### config.mk
export PLATFORM = sky130hd
export DESIGN_NAME = sorted_node_insert_search_split_top
export DESIGN_NICKNAME = d
export VERILOG_FILES = /design/src/rtl/core/snis_pkg.sv /design/src/rtl/core/snis_mem.sv /design/src/rtl/core/snis_seq.sv /design/src/rtl/core/sorted_node_insert_search_split_top.sv
export SDC_FILE = /design/constraint.sdc
export NUM_CORES = 1
export LEC_CHECK = 0
export BUFFER_PORTS_ARGS = -buffer_cell sky130_fd_sc_hd__buf_2
export CORE_ASPECT_RATIO = 0.8
export CORE_UTILIZATION = 26
export CTS_CLUSTER_SIZE = 40
export DETAILED_ROUTE_END_ITERATION = 12
export SLEW_MARGIN = 20
export SYNTH_ARGS = -nofsm -noshare
export SYNTH_HDL_FRONTEND = slang
export SYNTH_HIERARCHICAL = 1
export SYNTH_SLANG_ARGS = --single-unit
### constraint.sdc
create_clock -name clk -period 15.6 [get_ports clk]
set_input_delay 0.78 -clock clk [delete_from_list [all_inputs] [get_ports clk]]
set_output_delay 0.78 -clock clk [all_outputs]
set_load 0.02 [all_outputs]
### src/rtl/core/snis_pkg.sv
package snis_pkg;

    localparam int KEY_W = 32;
    localparam int VAL_W = 32;
    localparam int POS_W = 4;

    typedef enum logic [1:0] {
        ACT_INSERT = 2'd0,
        ACT_SEARCH = 2'd1,
        ACT_CLEAR  = 2'd2,
        ACT_SPLIT  = 2'd3
    } action_t;

    typedef enum logic [1:0] {
        PART_LESSER  = 2'd0,
        PART_MIDDLE  = 2'd1,
        PART_GREATER = 2'd2
    } part_t;

    typedef struct packed {
        logic [KEY_W-1:0] key;
        logic [VAL_W-1:0] value;
    } kv_t;

    typedef struct packed {
        logic             status;
        logic [POS_W-1:0] position;
        logic [KEY_W-1:0] out_key;
        logic [VAL_W-1:0] out_value;
        part_t            part;
        logic             last;
    } res_t;

endpackage

### src/rtl/core/snis_mem.sv
module snis_mem #(
    parameter int DEPTH = 8,
    localparam int AW = $clog2(DEPTH)
) (
    input  logic            clk,
    input  logic            we,
    input  logic [AW-1:0]   waddr,
    input  snis_pkg::kv_t   wdata,
    input  logic            re,
    input  logic [AW-1:0]   raddr,
    output snis_pkg::kv_t   rdata
);
    import snis_pkg::*;

    kv_t mem [DEPTH];
    kv_t rdata_reg;

    always_ff @(posedge clk)
    begin
        if (we)
        begin
            mem[waddr] <= wdata;
        end
        if (re)
        begin
            rdata_reg <= mem[raddr];
        end
    end

    assign rdata = rdata_reg;

endmodule

### src/rtl/core/snis_seq.sv
module snis_seq #(
    parameter int NODE_SIZE = 8,
    localparam int IW = $clog2(NODE_SIZE)
) (
    input  logic                clk,
    input  logic                rst_n,
    input  logic                in_valid,
    output logic                in_ready,
    input  snis_pkg::action_t   in_action,
    input  logic [31:0]         in_key,
    input  logic [31:0]         in_value,
    output logic                res_valid,
    input  logic                res_ready,
    output snis_pkg::res_t      res,
    output logic                mem_we,
    output logic [IW-1:0]       mem_waddr,
    output snis_pkg::kv_t       mem_wdata,
    output logic                mem_re,
    output logic [IW-1:0]       mem_raddr,
    input  snis_pkg::kv_t       mem_rdata
);
    import snis_pkg::*;

    localparam int CW = $clog2(NODE_SIZE + 1);
    localparam logic [CW-1:0] FULL_CNT = CW'(NODE_SIZE);
    localparam logic [CW-1:0] MID      = CW'(NODE_SIZE / 2);
    localparam logic [CW-1:0] ONE      = CW'(1);

    typedef enum logic [2:0] {
        S_IDLE,
        S_SCAN_RD,
        S_SCAN_CMP,
        S_SHIFT_RD,
        S_SHIFT_WR,
        S_SPL_RD,
        S_SPL_OUT,
        S_EMIT
    } state_t;

    state_t             state_reg,   state_next;
    action_t            op_reg,      op_next;
    logic [KEY_W-1:0]   key_reg,     key_next;
    logic [VAL_W-1:0]   val_reg,     val_next;
    logic [CW-1:0]      count_reg,   count_next;
    logic [CW-1:0]      idx_reg,     idx_next;
    logic [CW-1:0]      slot_reg,    slot_next;
    logic [CW-1:0]      out_idx_reg, out_idx_next;
    logic [CW-1:0]      src_reg,     src_next;
    logic               sel_new_reg, sel_new_next;
    logic               status_reg,  status_next;
    logic [CW-1:0]      rpos_reg,    rpos_next;

    // shared comparator: search wants stored < probe, insert/split stored <= probe
    logic               is_search;
    logic [KEY_W-1:0]   cmp_a, cmp_b;
    logic               cmp_lt, scan_go;

    assign is_search = (op_reg == ACT_SEARCH);
    assign cmp_a     = is_search ? mem_rdata.key : key_reg;
    assign cmp_b     = is_search ? key_reg : mem_rdata.key;
    assign cmp_lt    = (cmp_a < cmp_b);
    assign scan_go   = is_search ? cmp_lt : !cmp_lt;

    assign in_ready = (state_reg == S_IDLE);

    logic          scan_done;
    logic [CW-1:0] found;

    always_comb
    begin
        state_next   = state_reg;
        op_next      = op_reg;
        key_next     = key_reg;
        val_next     = val_reg;
        count_next   = count_reg;
        idx_next     = idx_reg;
        slot_next    = slot_reg;
        out_idx_next = out_idx_reg;
        src_next     = src_reg;
        sel_new_next = sel_new_reg;
        status_next  = status_reg;
        rpos_next    = rpos_reg;

        scan_done = 1'b0;
        found     = idx_reg;

        mem_we    = 1'b0;
        mem_waddr = idx_reg[IW-1:0];
        mem_wdata = '{key: key_reg, value: val_reg};
        mem_re    = 1'b0;
        mem_raddr = idx_reg[IW-1:0];

        res_valid     = 1'b0;
        res.status    = status_reg;
        res.position  = POS_W'(rpos_reg);
        res.out_key   = '0;
        res.out_value = '0;
        res.part      = PART_LESSER;
        res.last      = 1'b1;

        unique case (state_reg)
            S_IDLE:
            begin
                if (in_valid)
                begin
                    op_next     = in_action;
                    key_next    = in_key;
                    val_next    = in_value;
                    status_next = 1'b0;
                    idx_next    = '0;
                    unique case (in_action)
                        ACT_INSERT:
                        begin
                            if (count_reg >= FULL_CNT)
                            begin
                                status_next = 1'b1;
                                rpos_next   = count_reg;
                                state_next  = S_EMIT;
                            end
                            else
                            begin
                                state_next = S_SCAN_RD;
                            end
                        end
                        ACT_SEARCH:
                        begin
                            state_next = S_SCAN_RD;
                        end
                        ACT_CLEAR:
                        begin
                            count_next = '0;
                            rpos_next  = '0;
                            state_next = S_EMIT;
                        end
                        ACT_SPLIT:
                        begin
                            if (count_reg != FULL_CNT)
                            begin
                                status_next = 1'b1;
                                rpos_next   = count_reg;
                                state_next  = S_EMIT;
                            end
                            else
                            begin
                                state_next = S_SCAN_RD;
                            end
                        end
                        default:
                        begin
                            state_next = S_IDLE;
                        end
                    endcase
                end
            end

            S_SCAN_RD:
            begin
                if (idx_reg == count_reg)
                begin
                    scan_done = 1'b1;
                end
                else
                begin
                    mem_re     = 1'b1;
                    mem_raddr  = idx_reg[IW-1:0];
                    state_next = S_SCAN_CMP;
                end
            end

            S_SCAN_CMP:
            begin
                if (scan_go)
                begin
                    idx_next   = idx_reg + ONE;
                    state_next = S_SCAN_RD;
                end
                else
                begin
                    scan_done = 1'b1;
                end
            end

            S_SHIFT_RD:
            begin
                if (idx_reg == slot_reg)
                begin
                    mem_we    = 1'b1;
                    mem_waddr = slot_reg[IW-1:0];
                    if (op_reg == ACT_INSERT)
                    begin
                        count_next = count_reg + ONE;
                        rpos_next  = count_reg + ONE;
                        state_next = S_EMIT;
                    end
                    else
                    begin
                        count_next = MID;
                        state_next = S_IDLE;
                    end
                end
                else
                begin
                    mem_re     = 1'b1;
                    mem_raddr  = 
                        IW'(idx_reg - ONE);
                    state_next = S_SHIFT_WR;
                end
            end

            S_SHIFT_WR:
            begin
                mem_we     = 1'b1;
                mem_waddr  = idx_reg[IW-1:0];
                mem_wdata  = mem_rdata;
                idx_next   = idx_reg - ONE;
                state_next = S_SHIFT_RD;
            end

            S_SPL_RD:
            begin
                if (out_idx_reg == slot_reg)
                begin
                    sel_new_next = 1'b1;
                end
                else
                begin
                    sel_new_next = 1'b0;
                    mem_re       = 1'b1;
                    mem_raddr    = src_reg[IW-1:0];
                end
                state_next = S_SPL_OUT;
            end

            S_SPL_OUT:
            begin
                res_valid     = 1'b1;
                res.status    = 1'b0;
                res.position  = '0;
                res.out_key   = sel_new_reg ? key_reg : mem_rdata.key;
                res.out_value = sel_new_reg ? val_reg : mem_rdata.value;
                if (out_idx_reg < MID)
                begin
                    res.part = PART_LESSER;
                end
                else if (out_idx_reg == MID)
                begin
                    res.part = PART_MIDDLE;
                end
                else
                begin
                    res.part = PART_GREATER;
                end
                res.last = (out_idx_reg == FULL_CNT);
                if (res_ready)
                begin
                    if (out_idx_reg == FULL_CNT)
                    begin
                        // lower half only changes when the new pair landed in it
                        if (slot_reg < MID)
                        begin
                            idx_next   = MID - ONE;
                            state_next = S_SHIFT_RD;
                        end
                        else
                        begin
                            count_next = MID;
                            state_next = S_IDLE;
                        end
                    end
                    else
                    begin
                        out_idx_next = out_idx_reg + ONE;
                        if (!sel_new_reg)
                        begin
                            src_next = src_reg + ONE;
                        end
                        state_next = S_SPL_RD;
                    end
                end
            end

            S_EMIT:
            begin
                res_valid = 1'b1;
                if (res_ready)
                begin
                    state_next = S_IDLE;
                end
            end

            default:
            begin
                state_next = S_IDLE;
            end
        endcase

        if (scan_done)
        begin
            slot_next = found;
            unique case (op_reg)
                ACT_SEARCH:
                begin
                    rpos_next  = found;
                    state_next = S_EMIT;
                end
                ACT_INSERT:
                begin
                    idx_next   = count_reg;
                    state_next = S_SHIFT_RD;
                end
                default:
                begin
                    out_idx_next = '0;
                    src_next     = '0;
                    state_next   = S_SPL_RD;
                end
            endcase
        end
    end

    always_ff @(posedge clk or negedge rst_n)
    begin
        if (!rst_n)
        begin
            state_reg   <= S_IDLE;
            op_reg      <= ACT_INSERT;
            key_reg     <= '0;
            val_reg     <= '0;
            count_reg   <= '0;
            idx_reg     <= '0;
            slot_reg    <= '0;
            out_idx_reg <= '0;
            src_reg     <= '0;
            sel_new_reg <= 1'b0;
            status_reg  <= 1'b0;
            rpos_reg    <= '0;
        end
        else
        begin
            state_reg   <= state_next;
            op_reg      <= op_next;
            key_reg     <= key_next;
            val_reg     <= val_next;
            count_reg   <= count_next;
            idx_reg     <= idx_next;
            slot_reg    <= slot_next;
            out_idx_reg <= out_idx_next;
            src_reg     <= src_next;
            sel_new_reg <= sel_new_next;
            status_reg  <= status_next;
            rpos_reg    <= rpos_next;
        end
    end

endmodule

### src/rtl/core/sorted_node_insert_search_split_top.sv
// Channel | Dir | tdata (low bit up)                           | tuser   | tlast
// s_*     | in  | key[31:0], value[63:32]                      | action  | -
// m_*     | out | status[0], position[4:1], out_key[36:5],     | part    | last
//         |     | out_value[68:37], zero[71:69]                |         |
// One transaction in at a time; s_tready is high only while the sequencer is idle.
// Scan: keys are compared one at a time (one comparator, registered read).
// Search emits after the scan; insert scans, then shifts entries up one by one; clear and rejects skip the scan.
// Split: scan, then emit NODE_SIZE+1 pairs; the lower half is shifted if the new pair lands low.
// m_tready low stalls the sequencer on its next result; reset empties the node.
module sorted_node_insert_search_split_top #(
    parameter int NODE_SIZE = 8
) (
    input  logic        clk,
    input  logic        rst_n,
    input  logic        s_tvalid,
    output logic        s_tready,
    input  logic [63:0] s_tdata,    // key, value
    input  logic [1:0]  s_tuser,    // action
    output logic        m_tvalid,
    input  logic        m_tready,
    output logic [71:0] m_tdata,    // status, position, out_key, out_value, pad
    output logic [1:0]  m_tuser,    // part
    output logic        m_tlast
);
    import snis_pkg::*;

    localparam int IW = $clog2(NODE_SIZE);

    res_t          res;
    logic          res_valid, res_ready;
    logic          mem_we, mem_re;
    logic [IW-1:0] mem_waddr, mem_raddr;
    kv_t           mem_wdata, mem_rdata;

    res_t          out_reg;
    logic          out_valid_reg;

    snis_seq #(
        .NODE_SIZE (NODE_SIZE)
    ) u_seq (
        .clk       (clk),
        .rst_n     (rst_n),
        .in_valid  (s_tvalid),
        .in_ready  (s_tready),
        .in_action (action_t'(s_tuser)),
        .in_key    (s_tdata[31:0]),
        .in_value  (s_tdata[63:32]),
        .res_valid (res_valid),
        .res_ready (res_ready),
        .res       (res),
        .mem_we    (mem_we),
        .mem_waddr (mem_waddr),
        .mem_wdata (mem_wdata),
        .mem_re    (mem_re),
        .mem_raddr (mem_raddr),
        .mem_rdata (mem_rdata)
    );

    snis_mem #(
        .DEPTH (NODE_SIZE)
    ) u_mem (
        .clk   (clk),
        .we    (mem_we),
        .waddr (mem_waddr),
        .wdata (mem_wdata),
        .re    (mem_re),
        .raddr (mem_raddr),
        .rdata (mem_rdata)
    );

    assign res_ready = !out_valid_reg || m_tready;

    always_ff @(posedge clk or negedge rst_n)
    begin
        if (!rst_n)
        begin
            out_valid_reg <= 1'b0;
            out_reg       <= '0;
        end
        else if (res_ready)
        begin
            out_valid_reg <= res_valid;
            if (res_valid)
            begin
                out_reg <= res;
            end
        end
    end

    assign m_tvalid = out_valid_reg;
    assign m_tdata  = {3'b000, out_reg.out_value, out_reg.out_key,
                       out_reg.position, out_reg.status};
    assign m_tuser  = out_reg.part;
    assign m_tlast  = out_reg.last;

endmodule
==> reports/summary.txt, run 1 <==
=======================================================================================
Cts hold-fix bufs                                                                     0
Post-route antenna net violation count                                                0
Insertion delay to the later sink of the worst-skew pair                        0.65 ns
Sort of element at the end of the critical path                               flip-flop
Critical path depth in cells                                                          9
Result of the run                                                          finished, final reports clean
1st-pass router iterations                                                            6
Post-detailed-routing wire length                                              77900 um
Fraction of final layout cells with drive strength greater than 1                 26.8%
Number of buffers on the longest clock path                                           3
Worst path buffer plus inverter count                                                 2
Routed wire length per instance                                                 20.0 um
Average instance area after synthesis                                          15.6 um2
Number of violations reported at the end of detailed-routing iteration 0           1410
Final critical path time including I/O delays and setup                         4.88 ns
Yosys top cell by area                                                     sky130_fd_sc_hd__edfxtp_1
Die width                                                                        394 um
# nets final                                                                       2278
Worst EP arrival                                                                5.27 ns
HPWL Detailed                                                                  43800 um
Global placement routability congestion                                           0.849
Pwr Density                                                                  218 nW/um2
Flip-flop count of the largest register, all copies and words added                 512
Clk Tree Root Cell                                                         sky130_fd_sc_hd__clkbuf_16
Flop and latch count out of synthesis                                               743
Number of gates given a new drive strength after cts                                  0
Number of antenna violations at the first check in global routing                     2
Final non-filler cell total                                                        3889
Count of vias placed by the detailed router                                       17500
Worst clock skew                                                              0.0288 ns
Fraction of the yosys area taken by sequential cells                              67.2%
Total of buffers placed on input and output ports                                   143
Syn Inst Count                                                                     2050
Total Neg Setup Slack                                                              0 ns
Clock tree from TritonCTS                                                         built
Final setup fails                                                                     0
Die area                                                                     124000 um2
Maximum number of pins on one net before global-route repair                        129
Leading cell types in the layout, fill and taps excluded                   576 x sky130_fd_sc_hd__edfxtp_1, 378 x sky130_fd_sc_hd__nand2_1, 166 x sky130_fd_sc_hd__dfrtp_1
Most common flop cell mapped by yosys                                      sky130_fd_sc_hd__edfxtp_1
Final Max Slew Viols                                                                  0
DIE HEIGHT                                                                       316 um
Count of H-tree levels built during CTS                                               3
Max-slew headroom                                                                 29.1%
Total instance count after detailed placement                                      3736
Number of hold violations in the final report                                         0
GRT Total Usage                                                                   12.5%
Number of max-capacitance violations reported                                         0
Most common cell after layout, fill and taps aside                         sky130_fd_sc_hd__edfxtp_1
TritonCTS buffer count                                                               82
HP Class                                                                       in2async
Unrepaired setup endpoints after global routing                                   false
Required time at the endpoint of the critical path                             15.99 ns
Post-synth EDFFs                                                                    576
VDD IR-drop max                                                                0.151 mV
Leakage power                                                                   13.7 nW
Cells traversed along the worst timing path                                xor2_1 -> nor4_1 -> or2b_2 -> nand3_1 -> a221o_4 -> buf_16 -> buf_4 -> mux4_2 -> mux2_2
Min setup slack post-route                                                     10.72 ns
Startpoint type of the worst setup path                                       flip-flop
Worst-path fanout max                                                                43
Num Clock Sinks                                                                     743
Post-place setup slack                                                         10.41 ns
Logic depth of the worst register-to-register path                                    9
CP max stage delay                                                              0.76 ns
Number of unique standard cell types used by synthesis                               86
Setup Fix Bufs, Post-CTS                                                              0
Area inside the core boundary                                                121000 um2
Cell type of the slowest stage on the worst timing path                    sky130_fd_sc_hd__dfrtp_1
Kind of cell adding the most delay to the critical path                    simple AND/OR/NAND/NOR gates
Via count of the first global-routing pass                                        18100
Hold slack final                                                              0.0667 ns
Async S/R FF share, synth                                                         22.5%
Synth warn                                                                            6
Number of design rule violations left after detail routing                            0
Max Clk Rate                                                                    205 MHz
Ratio of routed vias to standard cells                                             4.51
Aggregate global routing overflow                                                     0
Number of core rows                                                                 114
Global-route wire length before repair                                        117000 um
Area Growth Syn to Fin                                                            16.4%
Top cells by area, synth                                                   sky130_fd_sc_hd__edfxtp_1 54%, sky130_fd_sc_hd__dfrtp_1 13%, sky130_fd_sc_hd__mux4_2 9.0%, sky130_fd_sc_hd__nand2_1 4.5%, sky130_fd_sc_hd__mux2_4 3.3%
Class of the most critical setup path                                           reg2reg
Post-Synthesis Cell Area                                                      32000 um2
Post-synth top area share                                                         54.1%
Initial cell density of the core                                                  26.3%
Clock-pin slew on the worst setup and hold paths                                0.06 ns
Final worst path period share                                                     31.3%
Boundary Pins                                                                       147
Slew @ Worst Pin                                                                1.06 ns
=======================================================================================
==> per-layer routing <==
layer | wire length (um) | vias up | GRT usage [%] | share of wire [%]
met5 | 0 | - | 0 | 0
met4 | 1810 | 0 | 3.90 | 2.3
li1 | - | 7927 | - | -
met3 | 4150 | 95 | 2.60 | 5.3
met1 | 35500 | 9078 | 17.1 | 46
met2 | 36400 | 426 | 19.8 | 47
==> worst paths after layout <==
| kind | startpoint | to | slack [ns] |
|---|---|---|---|
| setup / recovery | u_seq/found[0]$_DFF_PN0_ | u_mem/rdata[1]$_DFFE_PP_ | 10.72 |
| hold / removal | rst_n | m_tdata[0]$_DFFE_PN0P_ | 0.07 |
| max in group asynchronous | rst_n | u_seq/key_reg[5]$_DFFE_PN0P_ | 14.15 |
| hold reg to reg | u_seq/status_reg$_DFFE_PN0P_ | u_seq/status_reg$_DFFE_PN0P_ | 0.49 |
| min in group clk | s_tdata[53] | u_seq/val_reg[21]$_DFFE_PN0P_ | 0.32 |
| setup reg to reg | u_seq/found[0]$_DFF_PN0_ | u_mem/rdata[1]$_DFFE_PP_ | 10.72 |
==> where the power goes <==
| group | total [mW] | internal (mW) | switching (mW) |
|---|---|---|---|
| registers | 3.20 | 2.87 | 0.328 |
| clock network | 1.99 | 1.17 | 0.818 |
| logic | 2.91 | 1.28 | 1.63 |
==> logic make-up (layout without fill, tap and decap cells) <==
logic type / Yosys count / after routing / synth area share [%]
flip-flops: 743 / 743 / 67.2
AND/OR/NAND/NOR: 632 / 632 / 8.74
multiplexers: 340 / 340 / 17.0
buffers and inverters: 147 / 358 / 2.54
AO/OA/AOI/OAI: 131 / 131 / 2.79
XOR/XNOR: 35 / 35 / 0.982
adder cells (fa/ha/maj): 21 / 21 / 0.743
other: 1 / 5 / 0.0117
==> stage by stage <==
stage,instance area (um2),power [mW],utilization (%)
6_report,37200,8.10,30.7
5_1_grt,37200,8.56,30.7
4_1_cts,37200,8.20,30.6
3_5_place_dp,34400,6.18,28.3
3_3_place_gp,34400,6.14,28.3
2_1_floorplan,32000,5.41,-
==> synth_stat cells, drive strengths merged, types with 3 or more instances <==
library cell and count:
xor2 13, nand4 4, nor4 9, nor3 18, mux2i 71, nor4b 3
a22oi 3, inv 33, dfrtp 167, and2 4, a31oi 8, or2b 3
or2 3, nor2b 29, o2111ai 3, nand3 17, buf 55, nand2 382
mux4 128, o21ai 36, maj3 10, edfxtp 576, nor3b 3, clkbuf 58
nand2b 29, o22ai 6, a21oi 29, o211ai 4, nand3b 7, xnor2 22
mux2 141, or3 4, nor2 110, ha 11, o31ai 7
==> cell type report <==
type,count,area (um2)
repair buffers,175,1010
clock inverters,45,558
multi-input cells,1162,9790
clock buffers,105,2220
well taps,1624,2030
flip-flops and latches,743,21500
inverters,33,124
fillers,11900,84200
diodes,2,5.00
Power figures use the tool's default switching activity.
==> run 2: changes to the inputs <==
clock period = 3.9 ns   (was 15.6 ns; I/O delays follow)
==> run 2 against run 1 <==
Effect of this change:
- sequential power grew to 4.0 times the previous value
- global-route usage is 0.23 points higher
- count of clock-buffer cells in the layout is 3 higher
- fmax is 37% higher
- die area stayed put
- critical path type unchanged
- combinational power grew to 4.3 times the previous value
- critical endpoint is now u_seq/found[0]$_DFF_PN0_
- clock skew is 0.011 ns higher
==> reports/summary.txt, run 2 (synthesis results as in run 1) <==
=======================================================================================
Max-slew headroom                                                                 29.7%   +0.64 points
Post-route antenna net violation count                                                0   unchanged
Worst clock skew                                                              0.0395 ns   +0.0108 ns
Total of buffers placed on input and output ports                                   143   unchanged
Sort of element at the end of the critical path                               flip-flop
Boundary Pins                                                                       147   unchanged
Number of core rows                                                                 114   unchanged
Count of H-tree levels built during CTS                                               3   unchanged
Worst-path fanout max                                                                 9   -79%
M1 WL                                                                          36100 um   +1.6%
Max Clk Rate                                                                    281 MHz   +37%
Maximum number of pins on one net before global-route repair                         89   -31%
Via count of the first global-routing pass                                        18400   +2.2%
Aggregate global routing overflow                                                     0   unchanged
Insertion delay to the later sink of the worst-skew pair                        0.65 ns   about the same
DIE HEIGHT                                                                       316 um   unchanged
Routed met3 length                                                              5160 um   +24%
Pwr Density                                                                  859 nW/um2   +290%
Final Max Slew Viols                                                                  0   unchanged
Global placement routability congestion                                           0.863   +1.5%
Top sig layer                                                                      met5
HPWL Detailed                                                                  45900 um   +4.6%
Number of hold violations in the final report                                         0   unchanged
Die width                                                                        394 um   unchanged
Initial cell density of the core                                                  26.3%   unchanged
Number of design rule violations left after detail routing                            0   unchanged
Count of vias placed by the detailed router                                       18200   +3.6%
Die area                                                                     124000 um2   unchanged
Total Neg Setup Slack                                                              0 ns   unchanged
Number of max-capacitance violations reported                                         0   unchanged
Routed wire length per instance                                                 19.9 um   -0.61%
Worst EP arrival                                                                4.12 ns   -1.15 ns
HP Class                                                                         in2reg
Hold slack final                                                               0.146 ns   +0.0794 ns
Clk Tree Root Cell                                                         sky130_fd_sc_hd__clkbuf_16
Post-detailed-routing wire length                                              79500 um   +2.0%
1st-pass router iterations                                                            5   -1
Startpoint type of the worst setup path                                       flip-flop
Clock tree from TritonCTS                                                         built
Flip-flop count of the largest register, all copies and words added                 512   unchanged
# nets final                                                                       2380   +4.5%
Slew @ Worst Pin                                                                1.05 ns   -0.00966 ns
Most common cell after layout, fill and taps aside                         sky130_fd_sc_hd__edfxtp_1
Number of gates given a new drive strength after cts                                  0   unchanged
Leading cell types in the layout, fill and taps excluded                   576 x sky130_fd_sc_hd__edfxtp_1, 378 x sky130_fd_sc_hd__nand2_1, 166 x sky130_fd_sc_hd__dfrtp_1
Fraction of final layout cells with drive strength greater than 1                 26.9%   +0.16 points
Number of antenna violations at the first check in global routing                     3   +1
Area Growth Syn to Fin                                                            20.0%
Leakage power                                                                   14.2 nW   +3.7%
Area inside the core boundary                                                121000 um2   unchanged
Final setup fails                                                                     0   unchanged
Final critical path time including I/O delays and setup                         3.55 ns   -1.33 ns
Final worst path period share                                                     91.1%   +60 points
Ratio of routed vias to standard cells                                             4.55   +0.91%
GRT Total Usage                                                                   12.7%   +0.23 points
TritonCTS buffer count                                                               84   +2.4%
Class of the most critical setup path                                           reg2reg
Num Clock Sinks                                                                     743   unchanged
Result of the run                                                          finished, final reports clean
Clock-pin slew on the worst setup and hold paths                                0.06 ns   about the same
Number of buffers on the longest clock path                                           3   unchanged
VDD IR-drop max                                                                0.697 mV   +360%
Met2 wire len                                                                  36500 um   +0.35%
Unrepaired setup endpoints after global routing                                   false
Global-route wire length before repair                                        119000 um   +2.0%
Number of violations reported at the end of detailed-routing iteration 0           1388   -1.6%
Required time at the endpoint of the critical path                              4.47 ns   -11.52 ns
=======================================================================================
[run 2: cell types whose count changed in the layout (fill, tap and decap cells not counted), moves of 3 or more]
cell / delta
sky130_fd_sc_hd__dlygate4sd3_1: +68
sky130_fd_sc_hd__buf_12: +21
sky130_fd_sc_hd__buf_4: +12
sky130_fd_sc_hd__clkinv_2: +4
sky130_fd_sc_hd__clkbuf_16: +3
sky130_fd_sc_hd__clkinvlp_4: -3
[run 2: cell type report]
cell class | count | area [um2]
Fill cell | 11800 | 83000
Sequential cell | 743 | 21500
Multi-Input combinational cell | 1162 | 9800
Clock buffer | 108 | 2290
Timing Repair Buffer | 275 | 2170
Tap cell | 1624 | 2030
Clock inverter | 44 | 454
Inverter | 33 | 124
Antenna cell | 2 | 5.00
[run 2: repair_timing]
item | CTS | global route
hold buffers | 68 | 0
hold endpoints to repair | 154 | 0
buffers inserted | 0 | 0
[run 2: layer usage]
| layer | track usage, % | up-vias |
|---|---|---|
| met5 | 0 | - |
| met4 | 3.97 | 2 |
| met3 | 2.90 | 104 |
| met2 | 19.8 | 509 |
| met1 | 17.6 | 9381 |
| li1 | - | 8154 |
[run 2: critical path: stages (launching register included)]
cell and delay (ns):
sky130_fd_sc_hd__dfrtp_1 0.56, sky130_fd_sc_hd__nor2b_2 0.37, sky130_fd_sc_hd__buf_4 0.26, sky130_fd_sc_hd__a21oi_1 0.06, sky130_fd_sc_hd__o31ai_1 0.32, sky130_fd_sc_hd__a21oi_1 0.20
sky130_fd_sc_hd__o2111ai_1 0.54, sky130_fd_sc_hd__a31oi_1 0.30, sky130_fd_sc_hd__nor4_4 0.50, sky130_fd_sc_hd__a2111oi_0 0.17, sky130_fd_sc_hd__a22oi_1 0.19
[run 2: stage by stage]
stage	total power, mW	util (%)	cell area (um2)	cells	worst slack (ns)
finish	32.9	31.6	38400	3991	0.347
global route	34.7	31.6	38400	3990	0.113
CTS	33.3	31.6	38400	3989	0.378
detailed placement	25.3	28.8	34900	3769	0.427
global placement	25.1	28.8	34900	3769	0.484
floorplan	21.6	-	32000	2052	-0.107
[run 2: final timing paths]
path / startpoint / endpoint / slack [ns] / depth (start not counted)
max in group asynchronous: rst_n / u_seq/val_reg[28]$_DFFE_PN0P_ / 2.68 / 3
worst min-delay path: s_tvalid / u_seq/state_reg[0]$_DFFE_PN0P_ / 0.15 / 4
min in group asynchronous: rst_n / m_tdata[31]$_DFFE_PN0P_ / 0.19 / 2
worst min register to register: u_seq/status_reg$_DFFE_PN0P_ / u_seq/status_reg$_DFFE_PN0P_ / 0.47 / 2
worst max register to register: u_seq/op_reg[0]$_DFFE_PN0P_ / u_seq/found[0]$_DFF_PN0_ / 0.35 / 10
worst max-delay path: u_seq/op_reg[0]$_DFFE_PN0P_ / u_seq/found[0]$_DFF_PN0_ / 0.35 / 10
[run 2: where the power goes]
part	switching (mW)	internal, mW	leakage, nW
combinational	6.84	5.55	5.38
clock	3.19	4.68	1.34
sequential	1.19	11.5	7.47
total	11.2	21.7	14.2
==> run 3: changes to the inputs <==
CTS_CLUSTER_SIZE = 16   (was 40)
MAX_ROUTING_LAYER = met4   (was not set)
==> run 3 against run 2 <==
Effect of this change:
- count of clock-buffer cells in the layout unchanged
- clock power barely moved
- fmax rose by 0.93%
- total power about the same
- non-clock buffer count is the same
- combinational power is essentially flat
- routed wire length hardly changed
- sequential cell count stayed put
- sequential power hardly changed
- worst setup slack improved by 0.033 ns
- highest routed layer is now met4
- first-iteration DRC count rose by 7.1%
- via count about the same
==> reports/summary.txt, run 3 (synthesis results as in run 1) <==
=======================================================================================
Filler Cell Count                                                                 11800   +0.0085%
Number of antenna violations at the first check in global routing                     3   unchanged
Clock power share                                                                 23.9%   about the same
Leading cell types in the layout, fill and taps excluded                   576 x sky130_fd_sc_hd__edfxtp_1, 378 x sky130_fd_sc_hd__nand2_1, 166 x sky130_fd_sc_hd__dfrtp_1
Worst EP arrival                                                                4.09 ns   -0.03 ns
Max Clk Rate                                                                    284 MHz   +0.93%
Die width                                                                        394 um   unchanged
Number of buffers on the longest clock path                                           3   unchanged
Pwr Density                                                                  858 nW/um2   about the same
Worst clock skew                                                              0.0394 ns   -0.0000789 ns
Sort of element at the end of the critical path                               flip-flop
Slew @ Worst Pin                                                                1.08 ns   +0.0268 ns
TritonCTS buffer count                                                               84   unchanged
Count of vias placed by the detailed router                                       18200   +0.072%
VDD IR-drop max                                                                0.701 mV   +0.66%
CP max stage delay                                                              0.56 ns   about the same
Kind of cell adding the most delay to the critical path                    compound AO/OA/AOI/OAI gates
Post-detailed-routing wire length                                              79500 um   about the same
Seq pwr share                                                                     38.5%   about the same
Flip-flop count of the largest register, all copies and words added                 512   unchanged
Clk Tree Root Cell                                                         sky130_fd_sc_hd__clkbuf_16
Boundary Pins                                                                       147   unchanged
Worst-path fanout max                                                                 9   unchanged
Number of design rule violations left after detail routing                            0   unchanged
HP Class                                                                         in2reg
Post-route antenna net violation count                                                0   unchanged
Initial cell density of the core                                                  26.3%   unchanged
Total Neg Setup Slack                                                              0 ns   unchanged
Clock tree from TritonCTS                                                         built
Number of hold violations in the final report                                         0   unchanged
Area Growth Syn to Fin                                                            20.0%   about the same
Number of gates given a new drive strength after cts                                  0   unchanged
Most repeated library cell on the critical path                            sky130_fd_sc_hd__a21oi_1
Worst path buffer plus inverter count                                                 1   unchanged
Count of H-tree levels built during CTS                                               3   unchanged
Global placement routability congestion                                           0.877   +1.7%
Num Clock Sinks                                                                     743   unchanged
HPWL Detailed                                                                  45900 um   unchanged
Ratio of routed vias to standard cells                                             4.55   about the same
Internal power consumption                                                      21.7 mW   about the same
Number of max-capacitance violations reported                                         0   unchanged
Die area                                                                     124000 um2   unchanged
Fraction of power spent switching nets                                            34.0%   about the same
Result of the run                                                          finished, final reports clean
Required time at the endpoint of the critical path                              4.47 ns   about the same
1st-pass router iterations                                                            6   +1
Via count of the first global-routing pass                                        18400   -0.076%
Routed wire length per instance                                                 19.9 um   about the same
Leakage power                                                                   14.2 nW   unchanged
Most common cell after layout, fill and taps aside                         sky130_fd_sc_hd__edfxtp_1
Global-route wire length before repair                                        119000 um   about the same
Final Max Slew Viols                                                                  0   unchanged
Proportion of power drawn by combinational gates                                  37.6%   about the same
Final worst path period share                                                     90.3%   -0.84 points
Overall power                                                                   32.9 mW   about the same
Number of violations reported at the end of detailed-routing iteration 0           1487   +7.1%
Fraction of final layout cells with drive strength greater than 1                 26.9%   unchanged
Area inside the core boundary                                                121000 um2   unchanged
Cells traversed along the worst timing path                                nor2b_2 -> buf_4 -> a21oi_1 -> o31ai_1 -> a21oi_1 -> o2111ai_1 -> a31oi_1 -> nor4_4 -> a2111oi_0 -> a22oi_1
Class of the most critical setup path                                           reg2reg
Max-slew headroom                                                                 27.9%   -1.8 points
Net Sw Power                                                                    11.2 mW   about the same
Number of core rows                                                                 114   unchanged
GRT Total Usage                                                                   13.1%   +0.40 points
Final setup fails                                                                     0   unchanged
# nets final                                                                       2380   unchanged
Unrepaired setup endpoints after global routing                                   false
Startpoint type of the worst setup path                                       flip-flop
Cell type of the slowest stage on the worst timing path                    sky130_fd_sc_hd__dfrtp_1
Total of buffers placed on input and output ports                                   143   unchanged
DIE HEIGHT                                                                       316 um   unchanged
Clock-pin slew on the worst setup and hold paths                                0.06 ns   about the same
Maximum number of pins on one net before global-route repair                         89   unchanged
Aggregate global routing overflow                                                     0   unchanged
Final critical path time including I/O delays and setup                         3.52 ns   -0.0328 ns
Insertion delay to the later sink of the worst-skew pair                        0.65 ns   about the same
=======================================================================================
## run 3: changes by cell type in the layout (fill, tap and decap cells not counted)
cell                      before  now
sky130_fd_sc_hd__diode_2       2    3
## run 3: worst paths after layout
| path | from | end | slack (ns) | cells after the start |
|---|---|---|---|---|
| worst max-delay path | u_seq/op_reg[0]$_DFFE_PN0P_ | u_seq/found[0]$_DFF_PN0_ | 0.38 | 10 |
| worst max register to register | u_seq/op_reg[0]$_DFFE_PN0P_ | u_seq/found[0]$_DFF_PN0_ | 0.38 | 10 |
| worst min-delay path | s_tvalid | u_seq/state_reg[0]$_DFFE_PN0P_ | 0.14 | 4 |
| min in group asynchronous | rst_n | m_tdata[31]$_DFFE_PN0P_ | 0.18 | 2 |
| worst min register to register | u_seq/status_reg$_DFFE_PN0P_ | u_seq/status_reg$_DFFE_PN0P_ | 0.48 | 2 |
| max in group asynchronous | rst_n | u_seq/val_reg[28]$_DFFE_PN0P_ | 2.71 | 3 |
## run 3: worst reg2reg max path: stages, from the launching register on
cell and delay, ns:
sky130_fd_sc_hd__dfrtp_1 0.56, sky130_fd_sc_hd__nor2b_2 0.38, sky130_fd_sc_hd__buf_4 0.26, sky130_fd_sc_hd__a21oi_1 0.06, sky130_fd_sc_hd__o31ai_1 0.32, sky130_fd_sc_hd__a21oi_1 0.21
sky130_fd_sc_hd__o2111ai_1 0.51, sky130_fd_sc_hd__a31oi_1 0.28, sky130_fd_sc_hd__nor4_4 0.50, sky130_fd_sc_hd__a2111oi_0 0.18, sky130_fd_sc_hd__a22oi_1 0.19
## run 3: stage by stage
step | utilization [%] | area [um2] | std cells | hold WS [ns] | setup WS [ns]
finish | 31.6 | 38400 | 3992 | 0.140 | 0.380
global route | 31.6 | 38400 | 3992 | 0.160 | 0.0937
CTS | 31.6 | 38400 | 3989 | 0.0861 | 0.378
detailed placement | 28.8 | 34900 | 3769 | 0.324 | 0.427
global placement | 28.8 | 34900 | 3769 | 0.317 | 0.484
floorplan | - | 32000 | 2052 | -0.101 | -0.107
## run 3: timing repair
item                       CTS  global route
hold endpoints to repair   154             0
setup endpoints to repair    0             0
hold buffers                68             0
setup buffers                0             0
## run 3: metal layers
layer,track usage (%),vias to the layer above,routed length [um]
met3,2.89,105,4820
li1,-,8141,-
met4,3.97,0,1630
met5,-,-,0
met1,17.6,9416,36500
met2,19.8,501,36600
## run 3: power groups by stage
stage	Combinational, mW	Clock [mW]	Sequential, mW
4_1_cts	12.6	8.07	12.7
2_1_floorplan	8.98	0	12.7
6_report	12.4	7.86	12.7
3_3_place_gp	12.3	0	12.8
5_1_grt	13.5	8.37	12.9
3_5_place_dp	12.5	0	12.8
## run 3: area by class of cell
class	count	area, um2	share of cell area (%)
Inverter	33	124	0.323
Sequential cell	743	21500	56.0
Antenna cell	3	7.51	0.0196
Clock buffer	108	2290	5.96
Clock inverter	44	454	1.18
Multi-Input combinational cell	1162	9800	25.6
Timing Repair Buffer	275	2170	5.67
Tap cell	1624	2030	5.30
